--- src/sv/idhp_pkg.sv ---
package idhp_pkg;

    localparam int unsigned ByteW    = 8;
    localparam int unsigned DimW     = 32;
    localparam int unsigned OutDataW = 80;

    // Largest dimension that counts as usable.
    localparam logic [DimW-1:0] DimMax = 32'd32767;

    localparam logic [ByteW-1:0] PngFirst  = 8'h89;
    localparam logic [ByteW-1:0] MarkFill  = 8'hFF;
    localparam logic [ByteW-1:0] MarkSoi   = 8'hD8;
    localparam logic [ByteW-1:0] MarkEoi   = 8'hD9;
    localparam logic [ByteW-1:0] MarkSos   = 8'hDA;
    localparam logic [ByteW-1:0] MarkTem   = 8'h01;
    localparam logic [ByteW-1:0] MarkRst0  = 8'hD0;
    localparam logic [ByteW-1:0] MarkDht   = 8'hC4;
    localparam logic [ByteW-1:0] MarkJpg   = 8'hC8;
    localparam logic [ByteW-1:0] MarkDac   = 8'hCC;
    localparam logic [ByteW-1:0] MarkSof0  = 8'hC0;
    localparam logic [ByteW-1:0] MarkSof15 = 8'hCF;

    typedef struct packed {
        logic             start_of_file;
        logic [ByteW-1:0] byte_value;
    } t_in_item;

    typedef struct packed {
        logic             accepted;
        logic             finished;
        logic             failed;
        logic             is_png;
        logic [DimW-1:0]  image_width;
        logic [DimW-1:0]  image_height;
        logic             dims_valid;
        logic [ByteW-1:0] frame_marker;
    } t_result;

    function automatic logic [ByteW-1:0] png_sig_byte(input logic [2:0] idx);
        logic [ByteW-1:0] v;
        case (idx)
            3'd0:    v = 8'h89;
            3'd1:    v = 8'h50;
            3'd2:    v = 8'h4E;
            3'd3:    v = 8'h47;
            3'd4:    v = 8'h0D;
            3'd5:    v = 8'h0A;
            3'd6:    v = 8'h1A;
            default: v = 8'h0A;
        endcase
        return v;
    endfunction

    function automatic logic [ByteW-1:0] ihdr_byte(input logic [1:0] idx);
        logic [ByteW-1:0] v;
        case (idx)
            2'd0:    v = 8'h49;
            2'd1:    v = 8'h48;
            2'd2:    v = 8'h44;
            default: v = 8'h52;
        endcase
        return v;
    endfunction

    function automatic logic is_frame_marker(input logic [ByteW-1:0] m);
        return (m >= MarkSof0) && (m <= MarkSof15) &&
               (m != MarkDht) && (m != MarkJpg) && (m != MarkDac);
    endfunction

endpackage

--- src/sv/idhp_in_reg.sv ---
module idhp_in_reg (
    input  logic              i_clk,
    input  logic              i_rst_n,
    input  logic              i_valid,
    input  idhp_pkg::t_in_item i_item,
    input  logic              i_advance,
    output logic              o_ready,
    output logic              o_valid,
    output idhp_pkg::t_in_item o_item
);
    import idhp_pkg::*;

    logic     r_valid;
    t_in_item r_item;

    assign o_ready = !r_valid || i_advance;
    assign o_valid = r_valid;
    assign o_item  = r_item;

    always_ff @(posedge i_clk) begin
        if (!i_rst_n) begin
            r_valid <= 1'b0;
        end else if (o_ready) begin
            r_valid <= i_valid;
        end
    end

    always_ff @(posedge i_clk) begin
        if (o_ready && i_valid) begin
            r_item <= i_item;
        end
    end

endmodule

--- src/sv/idhp_parser.sv ---
module idhp_parser (
    input  logic               i_clk,
    input  logic               i_rst_n,
    input  logic               i_advance,
    input  idhp_pkg::t_in_item i_item,
    output idhp_pkg::t_result  o_result
);
    import idhp_pkg::*;

    typedef enum logic [10:0] {
        PH_SNIFF  = 11'b000_0000_0001,
        PH_PNG    = 11'b000_0000_0010,
        PH_SOI    = 11'b000_0000_0100,
        PH_FF     = 11'b000_0000_1000,
        PH_MARKER = 11'b000_0001_0000,
        PH_LENHI  = 11'b000_0010_0000,
        PH_LENLO  = 11'b000_0100_0000,
        PH_SKIP   = 11'b000_1000_0000,
        PH_SOF    = 11'b001_0000_0000,
        PH_DONE   = 11'b010_0000_0000,
        PH_FAILED = 11'b100_0000_0000
    } t_phase;

    t_phase           r_phase,   n_phase,   c_phase;
    logic [4:0]       r_pos,     n_pos,     c_pos;
    logic [DimW-1:0]  r_width,   n_width,   c_width;
    logic [DimW-1:0]  r_height,  n_height,  c_height;
    logic [ByteW-1:0] r_len_hi,  n_len_hi,  c_len_hi;
    logic [15:0]      r_skip,    n_skip,    c_skip;
    logic             r_pending, n_pending, c_pending;
    logic [ByteW-1:0] r_marker,  n_marker,  c_marker;
    logic [2:0]       r_fill,    n_fill,    c_fill;
    logic             r_png,     n_png,     c_png;
    // Frame header bytes 1..3 (height hi/lo, width hi); byte 4 is taken live.
    logic [ByteW-1:0] r_hdr [3];

    logic [ByteW-1:0] b;
    logic [15:0]      seg_len;
    logic             acc;
    logic             done;

    assign b       = i_item.byte_value;
    assign seg_len = {c_len_hi, b};

    // A start-of-file transaction sees the reset state.
    always_comb begin
        if (i_item.start_of_file) begin
            c_phase   = PH_SNIFF;
            c_pos     = '0;
            c_width   = '0;
            c_height  = '0;
            c_len_hi  = '0;
            c_skip    = '0;
            c_pending = 1'b0;
            c_marker  = '0;
            c_fill    = '0;
            c_png     = 1'b0;
        end else begin
            c_phase   = r_phase;
            c_pos     = r_pos;
            c_width   = r_width;
            c_height  = r_height;
            c_len_hi  = r_len_hi;
            c_skip    = r_skip;
            c_pending = r_pending;
            c_marker  = r_marker;
            c_fill    = r_fill;
            c_png     = r_png;
        end
    end

    always_comb begin
        n_phase   = c_phase;
        n_pos     = c_pos;
        n_width   = c_width;
        n_height  = c_height;
        n_len_hi  = c_len_hi;
        n_skip    = c_skip;
        n_pending = c_pending;
        n_marker  = c_marker;
        n_fill    = c_fill;
        n_png     = c_png;
        acc       = 1'b0;
        case (c_phase)
            PH_SNIFF: begin
                n_pos = 5'd1;
                acc   = 1'b1;
                if (b == MarkFill) begin
                    n_phase = PH_SOI;
                end else if (b == PngFirst) begin
                    n_phase = PH_PNG;
                    n_png   = 1'b1;
                end else begin
                    n_phase = PH_FAILED;
                    acc     = 1'b0;
                end
            end
            PH_PNG: begin
                n_pos = c_pos + 5'd1;
                acc   = 1'b1;
                if (c_pos < 5'd8) begin
                    if (b != png_sig_byte(c_pos[2:0])) begin
                        n_phase = PH_FAILED;
                        n_pos   = c_pos;
                        acc     = 1'b0;
                    end
                end else if (c_pos >= 5'd12 && c_pos < 5'd16) begin
                    if (b != ihdr_byte(c_pos[1:0])) begin
                        n_phase = PH_FAILED;
                        n_pos   = c_pos;
                        acc     = 1'b0;
                    end
                end else if (c_pos >= 5'd16 && c_pos < 5'd20) begin
                    n_width = {c_width[DimW-ByteW-1:0], b};
                end else if (c_pos >= 5'd20 && c_pos < 5'd24) begin
                    n_height = {c_height[DimW-ByteW-1:0], b};
                    if (c_pos == 5'd23) begin
                        n_phase = PH_DONE;
                        acc     = 1'b0;
                    end
                end
            end
            PH_SOI: begin
                if (b == MarkSoi) begin
                    n_phase = PH_FF;
                    acc     = 1'b1;
                end else begin
                    n_phase = PH_FAILED;
                end
            end
            PH_FF: begin
                if (b == MarkFill) begin
                    n_phase = PH_MARKER;
                    acc     = 1'b1;
                end else begin
                    n_phase = PH_FAILED;
                end
            end
            PH_MARKER: begin
                acc = 1'b1;
                if (b == MarkFill) begin
                    n_phase = PH_MARKER;
                end else if (b == MarkTem || (b >= MarkRst0 && b <= MarkSoi)) begin
                    n_phase = PH_FF;
                end else if (b == MarkEoi || b == MarkSos) begin
                    n_phase = PH_FAILED;
                    acc     = 1'b0;
                end else begin
                    n_pending = is_frame_marker(b);
                    if (is_frame_marker(b)) begin
                        n_marker = b;
                    end
                    n_phase = PH_LENHI;
                end
            end
            PH_LENHI: begin
                n_len_hi = b;
                n_phase  = PH_LENLO;
                acc      = 1'b1;
            end
            PH_LENLO: begin
                acc = 1'b1;
                if (seg_len < 16'd2 || (c_pending && seg_len < 16'd7)) begin
                    n_phase = PH_FAILED;
                    acc     = 1'b0;
                end else if (c_pending) begin
                    n_fill  = '0;
                    n_phase = PH_SOF;
                end else if (seg_len == 16'd2) begin
                    n_phase = PH_FF;
                end else begin
                    n_skip  = seg_len - 16'd2;
                    n_phase = PH_SKIP;
                end
            end
            PH_SKIP: begin
                acc    = 1'b1;
                n_skip = c_skip - 16'd1;
                if (c_skip == 16'd1) begin
                    n_phase = PH_FF;
                end
            end
            PH_SOF: begin
                acc    = 1'b1;
                n_fill = c_fill + 3'd1;
                if (c_fill == 3'd4) begin
                    n_height = {{(DimW-2*ByteW){1'b0}}, r_hdr[0], r_hdr[1]};
                    n_width  = {{(DimW-2*ByteW){1'b0}}, r_hdr[2], b};
                    n_phase  = PH_DONE;
                    acc      = 1'b0;
                end
            end
            default: begin
                acc = 1'b0;
            end
        endcase
    end

    assign done = (n_phase == PH_DONE);

    always_comb begin
        o_result.accepted     = acc;
        o_result.finished     = done;
        o_result.failed       = (n_phase == PH_FAILED);
        o_result.is_png       = n_png;
        o_result.image_width  = n_width;
        o_result.image_height = n_height;
        o_result.dims_valid   = done && (n_width != '0) && (n_height != '0) &&
                                (n_width <= DimMax) && (n_height <= DimMax);
        o_result.frame_marker = done ? n_marker : '0;
    end

    always_ff @(posedge i_clk) begin
        if (!i_rst_n) begin
            r_phase   <= PH_SNIFF;
            r_pos     <= '0;
            r_width   <= '0;
            r_height  <= '0;
            r_len_hi  <= '0;
            r_skip    <= '0;
            r_pending <= 1'b0;
            r_marker  <= '0;
            r_fill    <= '0;
            r_png     <= 1'b0;
        end else if (i_advance) begin
            r_phase   <= n_phase;
            r_pos     <= n_pos;
            r_width   <= n_width;
            r_height  <= n_height;
            r_len_hi  <= n_len_hi;
            r_skip    <= n_skip;
            r_pending <= n_pending;
            r_marker  <= n_marker;
            r_fill    <= n_fill;
            r_png     <= n_png;
        end
    end

    // Header byte 0 (precision) is never needed, so only bytes 1..3 are kept.
    always_ff @(posedge i_clk) begin
        if (i_advance && c_phase == PH_SOF && c_fill >= 3'd1 && c_fill <= 3'd3) begin
            r_hdr[2'(c_fill - 3'd1)] <= b;
        end
    end

endmodule

--- src/sv/idhp_out_reg.sv ---
module idhp_out_reg (
    input  logic              i_clk,
    input  logic              i_rst_n,
    input  logic              i_load,
    input  idhp_pkg::t_result i_result,
    input  logic              i_ready,
    output logic              o_can_load,
    output logic              o_valid,
    output idhp_pkg::t_result o_result
);
    import idhp_pkg::*;

    logic    r_valid;
    t_result r_result;

    assign o_can_load = !r_valid || i_ready;
    assign o_valid    = r_valid;
    assign o_result   = r_result;

    always_ff @(posedge i_clk) begin
        if (!i_rst_n) begin
            r_valid <= 1'b0;
        end else if (o_can_load) begin
            r_valid <= i_load;
        end
    end

    always_ff @(posedge i_clk) begin
        if (i_load) begin
            r_result <= i_result;
        end
    end

endmodule

--- src/sv/image_header_dims_probe_top.sv ---
// Path: a byte is loaded into the input register at the edge that accepts it,
// and its result is loaded into the result register when that register can
// take it. Throughput: one byte per cycle unless the result output is stalled;
// the parser state is updated by a single step between the input register
// and the result register. Reset: synchronous, active low; clears the
// handshake registers and all parser state except r_hdr. A start-of-file flag
// in tuser clears the parser state for that byte.
module image_header_dims_probe_top (
    input  logic        i_clk,
    input  logic        i_rst_n,
    input  logic        i_s_axis_tvalid,
    output logic        o_s_axis_tready,
    input  logic [7:0]  i_s_axis_tdata,  // [7:0] byte_value
    input  logic [0:0]  i_s_axis_tuser,  // [0] start_of_file
    output logic        o_m_axis_tvalid,
    input  logic        i_m_axis_tready,
    // [0] accepted, [1] finished, [2] failed, [3] is_png, [35:4] image_width,
    // [67:36] image_height, [68] dims_valid, [76:69] frame_marker, [79:77] zero
    output logic [79:0] o_m_axis_tdata
);
    import idhp_pkg::*;

    t_in_item in_item;
    t_in_item reg_item;
    t_result  parse_res;
    t_result  out_res;
    logic     reg_valid;
    logic     can_load;
    logic     advance;

    assign in_item.byte_value    = i_s_axis_tdata;
    assign in_item.start_of_file = i_s_axis_tuser[0];
    assign advance               = reg_valid && can_load;

    idhp_in_reg u_in_reg (
        .i_clk     (i_clk),
        .i_rst_n   (i_rst_n),
        .i_valid   (i_s_axis_tvalid),
        .i_item    (in_item),
        .i_advance (advance),
        .o_ready   (o_s_axis_tready),
        .o_valid   (reg_valid),
        .o_item    (reg_item)
    );

    idhp_parser u_parser (
        .i_clk     (i_clk),
        .i_rst_n   (i_rst_n),
        .i_advance (advance),
        .i_item    (reg_item),
        .o_result  (parse_res)
    );

    idhp_out_reg u_out_reg (
        .i_clk      (i_clk),
        .i_rst_n    (i_rst_n),
        .i_load     (advance),
        .i_result   (parse_res),
        .i_ready    (i_m_axis_tready),
        .o_can_load (can_load),
        .o_valid    (o_m_axis_tvalid),
        .o_result   (out_res)
    );

    assign o_m_axis_tdata = {3'b000,
                             out_res.frame_marker,
                             out_res.dims_valid,
                             out_res.image_height,
                             out_res.image_width,
                             out_res.is_png,
                             out_res.failed,
                             out_res.finished,
                             out_res.accepted};

    // Input side only stalls when a result is held back downstream.
    a_stall_cause: assert property (@(posedge i_clk) disable iff (!i_rst_n)
        !o_s_axis_tready |-> (o_m_axis_tvalid && !i_m_axis_tready))
        else $error("input stalled without a held result");

    a_done_xor_fail: assert property (@(posedge i_clk) disable iff (!i_rst_n)
        o_m_axis_tvalid |-> !(o_m_axis_tdata[1] && o_m_axis_tdata[2]))
        else $error("finished and failed both set");

    a_valid_needs_done: assert property (@(posedge i_clk) disable iff (!i_rst_n)
        (o_m_axis_tvalid && o_m_axis_tdata[68]) |->
            (o_m_axis_tdata[1] && !o_m_axis_tdata[0]))
        else $error("dims_valid without a finished parse");

    a_marker_jpeg_only: assert property (@(posedge i_clk) disable iff (!i_rst_n)
        (o_m_axis_tvalid && o_m_axis_tdata[76:69] != 8'h00) |->
            (o_m_axis_tdata[1] && !o_m_axis_tdata[3]))
        else $error("frame marker reported outside a finished JPEG parse");

endmodule

--- config.mk ---
export PLATFORM = sky130hd
export DESIGN_NAME = image_header_dims_probe_top
export DESIGN_NICKNAME = d
export VERILOG_FILES = /design/src/sv/idhp_pkg.sv /design/src/sv/idhp_in_reg.sv /design/src/sv/idhp_parser.sv /design/src/sv/idhp_out_reg.sv /design/src/sv/image_header_dims_probe_top.sv
export SDC_FILE = /design/constraint.sdc
export NUM_CORES = 1
export LEC_CHECK = 0
export BUFFER_PORTS_ARGS = -buffer_cell sky130_fd_sc_hd__buf_2
export CAP_MARGIN = 15
export CORE_UTILIZATION = 55
export CTS_BUF_LIST = sky130_fd_sc_hd__clkbuf_4
export CTS_CLUSTER_DIAMETER = 100
export DETAILED_ROUTE_END_ITERATION = 8
export MAX_ROUTING_LAYER = met4
export PLACE_DENSITY = 0.75
export REMOVE_ABC_BUFFERS = 1
export SYNTH_ARGS = -nofsm -noshare
export SYNTH_HDL_FRONTEND = slang
export SYNTH_SLANG_ARGS = --single-unit
--- constraint.sdc ---
create_clock -name i_clk -period 10.3 [get_ports i_clk]
set_input_delay 0 -clock i_clk [delete_from_list [all_inputs] [get_ports i_clk]]
set_output_delay 0 -clock i_clk [all_outputs]
set_load 0.05 [all_outputs]
==> results.sh, run 1 <==
export IMPL_status="completed"
export IMPL_synth_top_family_by_area="simple AND/OR/NAND/NOR gates"
export IMPL_ys_warn_count=0
export IMPL_clockRootBuffer="clkbuf_4"
export IMPL_ys_types=80
export IMPL_antenna_found_initial=1
export IMPL_finalWirelength_mm=31.42
export IMPL_slowest_delay_ns=0.64
export IMPL_r2r_start="u_in_reg.o_item[8]"
export IMPL_grt_max_degree=108
export IMPL_fin_cells=1727
export IMPL_wl_per_cell_um=18.19
export IMPL_syn_area_um2=11550
export IMPL_worstSetupStartpoint="u_in_reg.o_item[8]"
export IMPL_fin_total_pwr_w=0.002020
export IMPL_required_ns=10.72
export IMPL_hold_viol=0
export IMPL_end_kind="flop"
export IMPL_dp_cells=1593
export IMPL_ff2ff_path_depth=13
export IMPL_skew_ns=0.03989
export IMPL_drive_above_1_share_pct=15.04
export IMPL_synth_compound_area_share_pct=20.76
export IMPL_syn_avg_cell_area_um2=8.797
export IMPL_first_pass_iters=8
export IMPL_worst_pin_slew_ns=1.145
export IMPL_hold_ws_ns=0.1675
export IMPL_maxSlewHeadroom_pct=23.68
export IMPL_peakVddDrop_mv=0.09929
export IMPL_holdPathStages=5
export IMPL_cts_buffers=58
export IMPL_timing_final_crit_share_pct=45.73
export IMPL_dp_hpwl_mm=19.54
export IMPL_setup_violations_final=0
export IMPL_switching_power_w=0.0005750
export IMPL_finalNetCount=1430
export IMPL_cts_resized=0
export IMPL_area_growth_pct=13.41
export IMPL_synth_top_area_share_pct=28.60
export IMPL_initial_core_util_pct=56.53
export IMPL_crit_arrival_ns=5.13
export IMPL_min_to="u_out_reg.o_valid"
export IMPL_r2r_end="u_out_reg.o_result[8]"
export IMPL_period_minus_slack_ns=4.710
export IMPL_powerDensity_nw_per_um2=154.2
export IMPL_synth_edff_count=110
export IMPL_ys_flop_type="dfxtp_1"
export IMPL_synth_area_leader_cell="edfxtp_1"
export IMPL_fmaxAchievable_mhz=212.3
export IMPL_worst_slack_ns=5.590
export IMPL_pwr_share_clk_pct=38.5
export IMPL_critPathSlowestCell="a2111oi_0"
export IMPL_core_area_um2=20430
export IMPL_drt_iter0_drc=986
export IMPL_cell_internal_pwr_w=0.001445
export IMPL_critPathKind="flop to flop"
export IMPL_synth_cells=1313
export IMPL_netlist_top_cells_area="edfxtp_1 29%, dfxtp_1 21%, nor2_1 5.7%"
export IMPL_yosys_area_share_xor_xnor_pct=0.9858
export IMPL_seq_area_frac_synth_pct=49.23
export IMPL_grt_pass1_wl_mm=50.18
export IMPL_synth_fa_ha_area_share_pct=1.192
export IMPL_min_from="i_m_axis_tready"
export IMPL_ant_nets=0
export IMPL_vias_per_cell=6.142
export IMPL_async_flop_share_pct=0
export IMPL_hold_class="input port to flop"
export IMPL_fp_dieArea_um2=21580
export IMPL_ys_ff_latch=229
export IMPL_synth_simple_area_share_pct=22.90
export IMPL_io_buffers=91
export IMPL_overflow=0
export IMPL_track_usage_pct=29.71
export IMPL_cts_hold_buffers=22
export IMPL_die_h_um=146.9
export IMPL_grt_pass1_vias=9672
export IMPL_crit_chain="buf_4 > inv_1 > buf_4 > nand2_1 > ha_1 > and3b_1 > a21oi_1 > a211o_1 > and2_1 > a21oi_1 > nand4_1 > a2111oi_0 > a2111oi_4"
export IMPL_synthMuxAreaShare_pct=0.2708
export IMPL_post_cts_buffers=0
export IMPL_die_w_um=146.9
export IMPL_tns_ns=0
export IMPL_sequentialPowerShare_pct=50.1
export IMPL_cts_tree="done"
export IMPL_insertion_delay_ns=0.73
export IMPL_vias=10610
export IMPL_clockBufferDepth=3
export IMPL_grt_setup_unrepaired="no"
export IMPL_dp_slack_ns=5.719
export IMPL_leakage_nw=4.958
export IMPL_p_sw_share_pct=28.47
export IMPL_htreeDepth=2
export IMPL_io_pins=95
export IMPL_cap_violations=0
export IMPL_synthTopCellsByCount="175 x nor2_1, 155 x nand2_1, 119 x dfxtp_1"
export IMPL_reg2reg_slack_ns=5.59
export IMPL_clk_pin_slew_ns=0.07
export IMPL_slew_viol_final=0
export IMPL_startpoint_type="flop"
export IMPL_pwr_share_comb_pct=11.3
export IMPL_row_count=52
export IMPL_cts_sinks=229
export IMPL_gp_congestion=0.9317
export IMPL_fill_cells=1757
export IMPL_drcViolationCount=0
export IMPL_yosysMostFrequentCell="nor2_1"
export IMPL_cp_max_fo=78
[worst max-delay path, delay by kind of cell (launching register included)]
family | cells | cell delay (ns)
simple gates | 4 | 1.03
compound gates | 5 | 1.80
flops | 1 | 0.34
fa+ha+maj | 1 | 0.18
buf+inv | 3 | 1.06
[cell usage in the layout, fill, tap and decap left out, types with 12 or more instances in the layout]
cell / n
dlygate4sd3_1: 22
nand4_1: 16
o21ai_1: 30
clkbuf_4: 88
o21ai_0: 51
nor2_1: 175
dfxtp_1: 119
inv_1: 34
buf_2: 91
a22oi_1: 30
nor3_1: 59
o22ai_1: 12
nand2_1: 155
buf_4: 17
clkinv_1: 16
and3_1: 13
nor2b_1: 23
a22o_1: 22
edfxtp_1: 110
nor4_1: 20
nand3_1: 25
a211oi_1: 21
a21oi_1: 106
[routing by layer]
metal	wire (µm)	track usage [%]	part of all wire, %
met1	13290	38.51	42
met2	14700	46.75	47
met3	2456	4.503	7.8
met4	979	12.06	3.1
met5	0	-	0
[kinds of logic after synthesis]
logic type	Yosys count
fa+ha+maj	11
flops	229
buf+inv	138
xor+xnor	13
other cells	1
mux	3
simple gates	553
compound gates	365
[state kept, by name, summed over array words and instances, names as in the netlist, 5 cells and up]
register / cells
u_parser.r_marker: 8
u_out_reg.o_result: 77
u_parser.r_height: 32
u_in_reg.o_item: 9
u_parser.r_hdr: 24
u_parser.r_pos: 5
u_parser.r_width: 32
u_parser.r_skip: 16
u_parser.r_len_hi: 8
u_parser.r_phase: 11
[through the flow]
stage,utilization (%),area (µm²)
global placement,59.22,12100
CTS,64.03,13080
global route,64.12,13100
detailed placement,59.22,12100
floorplan,-,11160
finish,64.12,13100
[power groups by stage]
stage | Clock (W) | Sequential, W | Combinational (W)
6_report | 0.000778 | 0.00101 | 0.000229
5_1_grt | 0.000840 | 0.00102 | 0.000246
4_1_cts | 0.000796 | 0.00101 | 0.000227
3_5_place_dp | 0 | 0.00103 | 0.000220
3_3_place_gp | 0 | 0.00103 | 0.000217
2_1_floorplan | 0 | 0.00109 | 0.000103
[layout make-up]
class                           instances  area (µm²)  area share, %
Clock inverter                         22       101.3         0.7737
Sequential cell                       229        5685          43.40
Clock buffer                           88       660.6          5.043
Inverter                               38       147.6          1.127
Timing Repair Buffer                  131       818.3          6.247
Tap cell                              270       337.8          2.579
Antenna cell                            1       2.502        0.01910
Multi-Input combinational cell        948        5345          40.81
[how the worst max path moves through the flow]
stage | endpoint | slack [ns]
after detailed placement | u_out_reg.o_result[8] | 5.72
final | u_out_reg.o_result[8] | 5.59
after CTS | u_out_reg.o_result[8] | 5.69
after global routing | u_out_reg.o_result[8] | 5.30
after global placement | u_out_reg.o_result[8] | 5.91
after floorplan | u_parser.r_len_hi[0] | 2.59
Power figures use the tool's default switching activity.
==> inputs of run 2 (changes only) <==
--- a/config.mk
+++ b/config.mk
@@ -5,6 +5,7 @@
 export SDC_FILE = /design/constraint.sdc
 export NUM_CORES = 1
 export LEC_CHECK = 0
+export ABC_AREA = 1
 export BUFFER_PORTS_ARGS = -buffer_cell sky130_fd_sc_hd__buf_2
 export CAP_MARGIN = 15
 export CORE_UTILIZATION = 55
@@ -12,7 +13,7 @@
 export CTS_CLUSTER_DIAMETER = 100
 export DETAILED_ROUTE_END_ITERATION = 8
 export MAX_ROUTING_LAYER = met4
-export PLACE_DENSITY = 0.75
+export PLACE_DENSITY = 0.77
 export REMOVE_ABC_BUFFERS = 1
 export SYNTH_ARGS = -nofsm -noshare
 export SYNTH_HDL_FRONTEND = slang
==> constraint.sdc (replaced) <==
create_clock -name i_clk -period 4.25 [get_ports i_clk]
set_input_delay 0 -clock i_clk [delete_from_list [all_inputs] [get_ports i_clk]]
set_output_delay 0 -clock i_clk [all_outputs]
set_load 0.05 [all_outputs]
==> results.sh, run 2 <==
export IMPL_cell_internal_pwr_w=0.003748
export IMPL_yosysMostFrequentCell="nand2_1"
export IMPL_fin_util_pct=62.48
export IMPL_post_cts_buffers=0
export IMPL_synth_top_area_share_pct=23.53
export IMPL_synth_edff_count=110
export IMPL_ys_flop_type="dfxtp_1"
export IMPL_initial_core_util_pct=55.90
export IMPL_register_area_um2=5685
export IMPL_netlist_top_cells_area="edfxtp_1 24%, dfxtp_1 17%, nand2_1 14%"
export IMPL_overflow=0
export IMPL_synth_cells=2060
export IMPL_area_growth_pct=11.77
export IMPL_ys_ff_latch=229
export IMPL_worst_slack_ns=0.3259
export IMPL_reg2reg_slack_ns=0.33
export IMPL_vias=14240
export IMPL_startpoint_type="flop"
export IMPL_drt_iter0_drc=1619
export IMPL_clockBufferDepth=3
export IMPL_synthTopCellsByCount="529 x nand2_1, 301 x inv_1, 230 x nor2_1"
export IMPL_grt_pass1_vias=13210
export IMPL_die_w_um=161.8
export IMPL_period_minus_slack_ns=3.924
export IMPL_r2r_end="u_out_reg.o_result[8]"
export IMPL_syn_avg_cell_area_um2=6.814
export IMPL_cap_violations=0
export IMPL_gp_congestion=0.9224
export IMPL_clk_pin_slew_ns=0.08
export IMPL_p_sw_share_pct=31.50
export IMPL_io_buffers=91
export IMPL_end_kind="flop"
export IMPL_cp_max_fo=54
export IMPL_synth_area_leader_cell="edfxtp_1"
export IMPL_row_count=58
export IMPL_async_flop_share_pct=0
export IMPL_crit_arrival_ns=4.50
export IMPL_grt_setup_unrepaired="no"
export IMPL_drive_above_1_share_pct=12.49
export IMPL_worst_pin_slew_ns=1.013
export IMPL_maxSlewHeadroom_pct=32.30
export IMPL_cts_tree="done"
export IMPL_final_cell_mix="528 x nand2_1, 301 x inv_1, 229 x nor2_1"
export IMPL_holdPathStages=5
export IMPL_die_h_um=161.8
export IMPL_min_to="u_out_reg.o_valid"
export IMPL_ys_types=47
export IMPL_setup_violations_final=0
export IMPL_ff2ff_path_depth=16
export IMPL_grt_max_degree=106
export IMPL_min_from="i_m_axis_tready"
export IMPL_ant_nets=0
export IMPL_track_usage_pct=32.65
export IMPL_critPathKind="flop to flop"
export IMPL_finalWirelength_mm=41.55
export IMPL_dp_slack_ns=0.4364
export IMPL_io_pins=95
export IMPL_clockRootBuffer="clkbuf_4"
export IMPL_final_common_cell="nand2_1"
export IMPL_finalNetCount=2182
export IMPL_switching_power_w=0.001724
export IMPL_core_area_um2=25110
export IMPL_hold_class="input port to flop"
export IMPL_seq_area_frac_synth_pct=40.51
export IMPL_dp_hpwl_mm=27.18
export IMPL_pwr_share_clk_pct=37.7
export IMPL_fin_cells=2541
export IMPL_fill_cells=2351
export IMPL_peakVddDrop_mv=0.3317
export IMPL_dp_cells=2402
export IMPL_insertion_delay_ns=0.74
export IMPL_cts_buffers=61
export IMPL_grt_pass1_wl_mm=66.64
export IMPL_fmaxAchievable_mhz=254.8
export IMPL_pwr_share_comb_pct=16.7
export IMPL_antenna_found_initial=1
export IMPL_ys_warn_count=0
export IMPL_hold_viol=0
export IMPL_slew_viol_final=0
export IMPL_required_ns=4.83
export IMPL_vias_per_cell=5.605
export IMPL_sequentialPowerShare_pct=45.6
export IMPL_timing_final_crit_share_pct=92.33
export IMPL_wl_per_cell_um=16.35
export IMPL_syn_area_um2=14040
export IMPL_multi_input_area_um2=6621
export IMPL_drcViolationCount=0
export IMPL_skew_ns=0.07397
export IMPL_htreeDepth=2
export IMPL_fin_total_pwr_w=0.005472
export IMPL_fp_dieArea_um2=26160
export IMPL_powerDensity_nw_per_um2=348.8
export IMPL_r2r_start="u_in_reg.o_item[8]"
export IMPL_first_pass_iters=6
export IMPL_status="completed"
export IMPL_largest_reg_flops=77
export IMPL_leakage_nw=8.048
export IMPL_cts_sinks=229
[run 2: changes by cell type after synthesis, sizes merged, moves of 27 or more]
cell,change
o21ai,+86
inv,+275
o211ai,+46
nand4,+27
nand2,+390
nor2,+74
nand3,+145
nor3,-39
buf,+35
a22oi,-29
[run 2: logic make-up after synthesis]
kind of cell / synth area share, %
simple gates: 31.89
buf+inv: 12.44
compound gates: 13.34
flops: 40.51
xor+xnor: 0.8112
fa+ha+maj: 0.9806
other cells: 0.02672
[run 2: repair_timing]
item                                   in CTS  in global routing
resized for setup                           0                  0
hold buffers                               22                  1
endpoints found under the hold margin      32                  1
[run 2: critical path, stage by stage, from the launching register on]
cell and delay [ns]:
edfxtp_1 0.46, inv_4 0.21, nand2_1 0.18, nand2_1 0.14, nor2_4 0.79, nand3_4 0.35
nand2_8 0.42, nor2_1 0.07, nor2_1 0.26, nand2_1 0.11, inv_1 0.06, nand2_1 0.04
nor2_1 0.20, nand2_1 0.08, nor2_1 0.14, nand3_1 0.09, nor2_1 0.11
[run 2: routing by layer]
layer	GRT usage [%]	vias up	wire, µm
li1	-	6881	-
met1	40.23	6505	16890
met2	53.64	727	19570
met3	4.367	129	3552
met4	14.37	0	1542
met5	-	-	0
[run 2: power groups by stage]
stage / clock network, W / registers [W] / logic [W]
floorplan: 0 / 0.00266 / 0.000511
global placement: 0 / 0.00254 / 0.000868
detailed placement: 0 / 0.00254 / 0.000880
CTS: 0.00209 / 0.00249 / 0.000899
global route: 0.00221 / 0.00250 / 0.00101
finish: 0.00206 / 0.00249 / 0.000915
[run 2: area by class of cell]
class                           instances  share of cell area [%]
Inverter                              319                   7.697
Tap cell                              330                   2.632
Antenna cell                            1                 0.01595
Sequential cell                       229                   36.24
Clock inverter                         35                   1.444
Multi-Input combinational cell       1402                   42.21
Timing Repair Buffer                  145                   5.934
Clock buffer                           80                   3.828
[run 2: how the worst max path moves through the flow]
stage,from,end,slack [ns],cells past startpoint
2_1_floorplan,u_out_reg.o_valid,u_out_reg.o_result[0],-3.03,3
3_3_place_gp,u_in_reg.o_item[8],u_out_reg.o_result[8],0.56,16
3_5_place_dp,u_in_reg.o_item[8],u_out_reg.o_result[8],0.44,16
4_1_cts,u_in_reg.o_item[8],u_out_reg.o_result[8],0.42,16
5_1_grt,u_in_reg.o_item[8],u_out_reg.o_result[8],0.09,16
6_report,u_in_reg.o_item[8],u_out_reg.o_result[8],0.33,16
[run 2: through the flow]
stage	cell area [µm²]	TNS (ns)	hold slack, ns
floorplan	13500	-496.71	0.09763
global placement	14630	0	0.1809
detailed placement	14630	0	0.1819
CTS	15680	0	0.005756
global route	15690	0	0.1757
finish	15690	0	0.1796
==> inputs of run 3 (changes only) <==
--- a/config.mk
+++ b/config.mk
@@ -13,7 +13,7 @@
 export CTS_CLUSTER_DIAMETER = 100
 export DETAILED_ROUTE_END_ITERATION = 8
 export MAX_ROUTING_LAYER = met4
-export PLACE_DENSITY = 0.77
+export PLACE_DENSITY = 0.75
 export REMOVE_ABC_BUFFERS = 1
 export SYNTH_ARGS = -nofsm -noshare
 export SYNTH_HDL_FRONTEND = slang
==> constraint.sdc (replaced) <==
create_clock -name i_clk -period 4.75 [get_ports i_clk]
set_input_delay 0 -clock i_clk [delete_from_list [all_inputs] [get_ports i_clk]]
set_output_delay 0 -clock i_clk [all_outputs]
set_load 0.05 [all_outputs]
==> results.sh, run 3 (synthesis gave the netlist of run 2 again) <==
export IMPL_insertion_delay_ns=0.70
export IMPL_wl_per_cell_um=16.19
export IMPL_startpoint_type="flop"
export IMPL_worstSetupStartpoint="u_in_reg.o_item[8]"
export IMPL_setup_violations_final=0
export IMPL_finalNetCount=2171
export IMPL_cp_max_fo=49
export IMPL_area_growth_pct=10.68
export IMPL_ant_nets=0
export IMPL_maxSlewHeadroom_pct=30.58
export IMPL_clockRootBuffer="clkbuf_4"
export IMPL_r2r_end="u_out_reg.o_result[8]"
export IMPL_drcViolationCount=0
export IMPL_dp_slack_ns=1.117
export IMPL_drive_above_1_share_pct=12.10
export IMPL_fp_dieArea_um2=26160
export IMPL_io_buffers=91
export IMPL_cts_tree="done"
export IMPL_htreeDepth=2
export IMPL_worst_pin_slew_ns=1.041
export IMPL_drt_iter0_drc=1582
export IMPL_die_h_um=161.8
export IMPL_final_cell_mix="528 x nand2_1, 301 x inv_1, 229 x nor2_1"
export IMPL_worst_slack_ns=1.033
export IMPL_powerDensity_nw_per_um2=305.9
export IMPL_final_common_cell="nand2_1"
export IMPL_grt_setup_unrepaired="no"
export IMPL_vias_per_cell=5.601
export IMPL_end_kind="flop"
export IMPL_cts_sinks=229
export IMPL_grt_max_degree=133
export IMPL_cap_violations=0
export IMPL_peakVddDrop_mv=0.3127
export IMPL_tns_ns=0
export IMPL_period_minus_slack_ns=3.717
export IMPL_grt_pass1_vias=13400
export IMPL_overflow=0
export IMPL_clk_pin_slew_ns=0.07
export IMPL_fmaxAchievable_mhz=269.0
export IMPL_track_usage_pct=32.25
export IMPL_fill_cells=2389
export IMPL_r2r_start="u_in_reg.o_item[8]"
export IMPL_io_pins=95
export IMPL_status="completed"
export IMPL_multi_input_area_um2=6621
export IMPL_largest_reg_flops=77
export IMPL_ff2ff_path_depth=18
export IMPL_fin_cells=2531
export IMPL_antenna_found_initial=2
export IMPL_min_from="i_s_axis_tdata[1]"
export IMPL_required_ns=5.20
export IMPL_slew_viol_final=0
export IMPL_core_area_um2=25110
export IMPL_gp_congestion=0.9380
export IMPL_critPathKind="flop to flop"
export IMPL_first_pass_iters=8
export IMPL_row_count=58
export IMPL_die_w_um=161.8
export IMPL_dp_cells=2394
export IMPL_hold_class="input port to flop"
export IMPL_initial_core_util_pct=55.90
export IMPL_finalWirelength_mm=40.98
export IMPL_fin_total_pwr_w=0.004752
export IMPL_post_cts_buffers=0
export IMPL_dp_hpwl_mm=26.16
export IMPL_clockBufferDepth=3
export IMPL_vias=14180
export IMPL_hold_ws_ns=0.04747
export IMPL_skew_ns=0.03783
export IMPL_hold_viol=0
export IMPL_leakage_nw=7.970
export IMPL_timing_final_crit_share_pct=78.25
export IMPL_cts_buffers=60
export IMPL_grt_pass1_wl_mm=65.86
export IMPL_reg2reg_slack_ns=1.03
export IMPL_crit_arrival_ns=4.16
export IMPL_register_area_um2=5685
export IMPL_crit_end="u_out_reg.o_result[8]"
-- run 3: final cells by class --
type,instances,share of cell area [%]
multi-input combinational,1402,42.62
sequential,229,36.60
inverter,319,7.772
timing repair buffer,135,5.396
clock buffer,80,3.866
tap,330,2.658
clock inverter,33,1.039
antenna,3,0.04832
-- run 3: per-stage QoR --
| step | cell area, µm² | util, % |
|---|---|---|
| floorplan | 13500 | - |
| global placement | 14560 | 57.97 |
| detailed placement | 14560 | 57.97 |
| CTS | 15530 | 61.84 |
| global route | 15530 | 61.87 |
| finish | 15530 | 61.87 |
-- run 3: where the power goes --
| group | switching (W) | internal (W) | leakage [nW] |
|---|---|---|---|
| registers | 0.0000631 | 0.00217 | 2.02 |
| logic | 0.000593 | 0.000214 | 5.49 |
| clock network | 0.000859 | 0.000849 | 0.456 |
| total | 0.00152 | 0.00324 | 7.97 |
-- run 3: how the worst min path moves through the flow --
stage | to | slack [ns] | depth (start not counted)
final | u_in_reg.o_item[1] | 0.05 | 2
after global routing | u_in_reg.o_item[1] | 0.007 | 2
after CTS | u_in_reg.o_item[1] | 0.007 | 2
after detailed placement | u_in_reg.o_item[3] | 0.18 | 1
after global placement | u_in_reg.o_item[6] | 0.18 | 1
after floorplan | u_parser.r_skip[13] | 0.1 | 2
-- run 3: critical path, stage by stage (launching register included) --
cell and delay, ns:
edfxtp_1 0.64, inv_4 0.41, nand2_1 0.21, ha_1 0.33
nand3_2 0.12, buf_4 0.50, nand2_1 0.09, o21ai_0 0.09
inv_1 0.05, nand2_1 0.06, nand2_1 0.06, nor2_1 0.25
nand2_1 0.16, nor2_1 0.15, nand2_1 0.07, nor2_1 0.10
nor2_1 0.04, nand3_1 0.09, nor2_1 0.05
-- run 3: what timing repair did --
action                                  CTS  global route
endpoints found under the hold margin    21             0
hold buffers                             21             0
resized for setup                         0             0
endpoints found under the setup margin    0             0
-- run 3: per-layer routing --
metal / wire length [µm] / vias up / track usage (%)
met5: 0 / - / -
met4: 2057 / 0 / 18.35
met1: 16380 / 6436 / 37.83
li1: - / 6861 / -
met3: 3436 / 161 / 4.877
met2: 19100 / 719 / 52.94
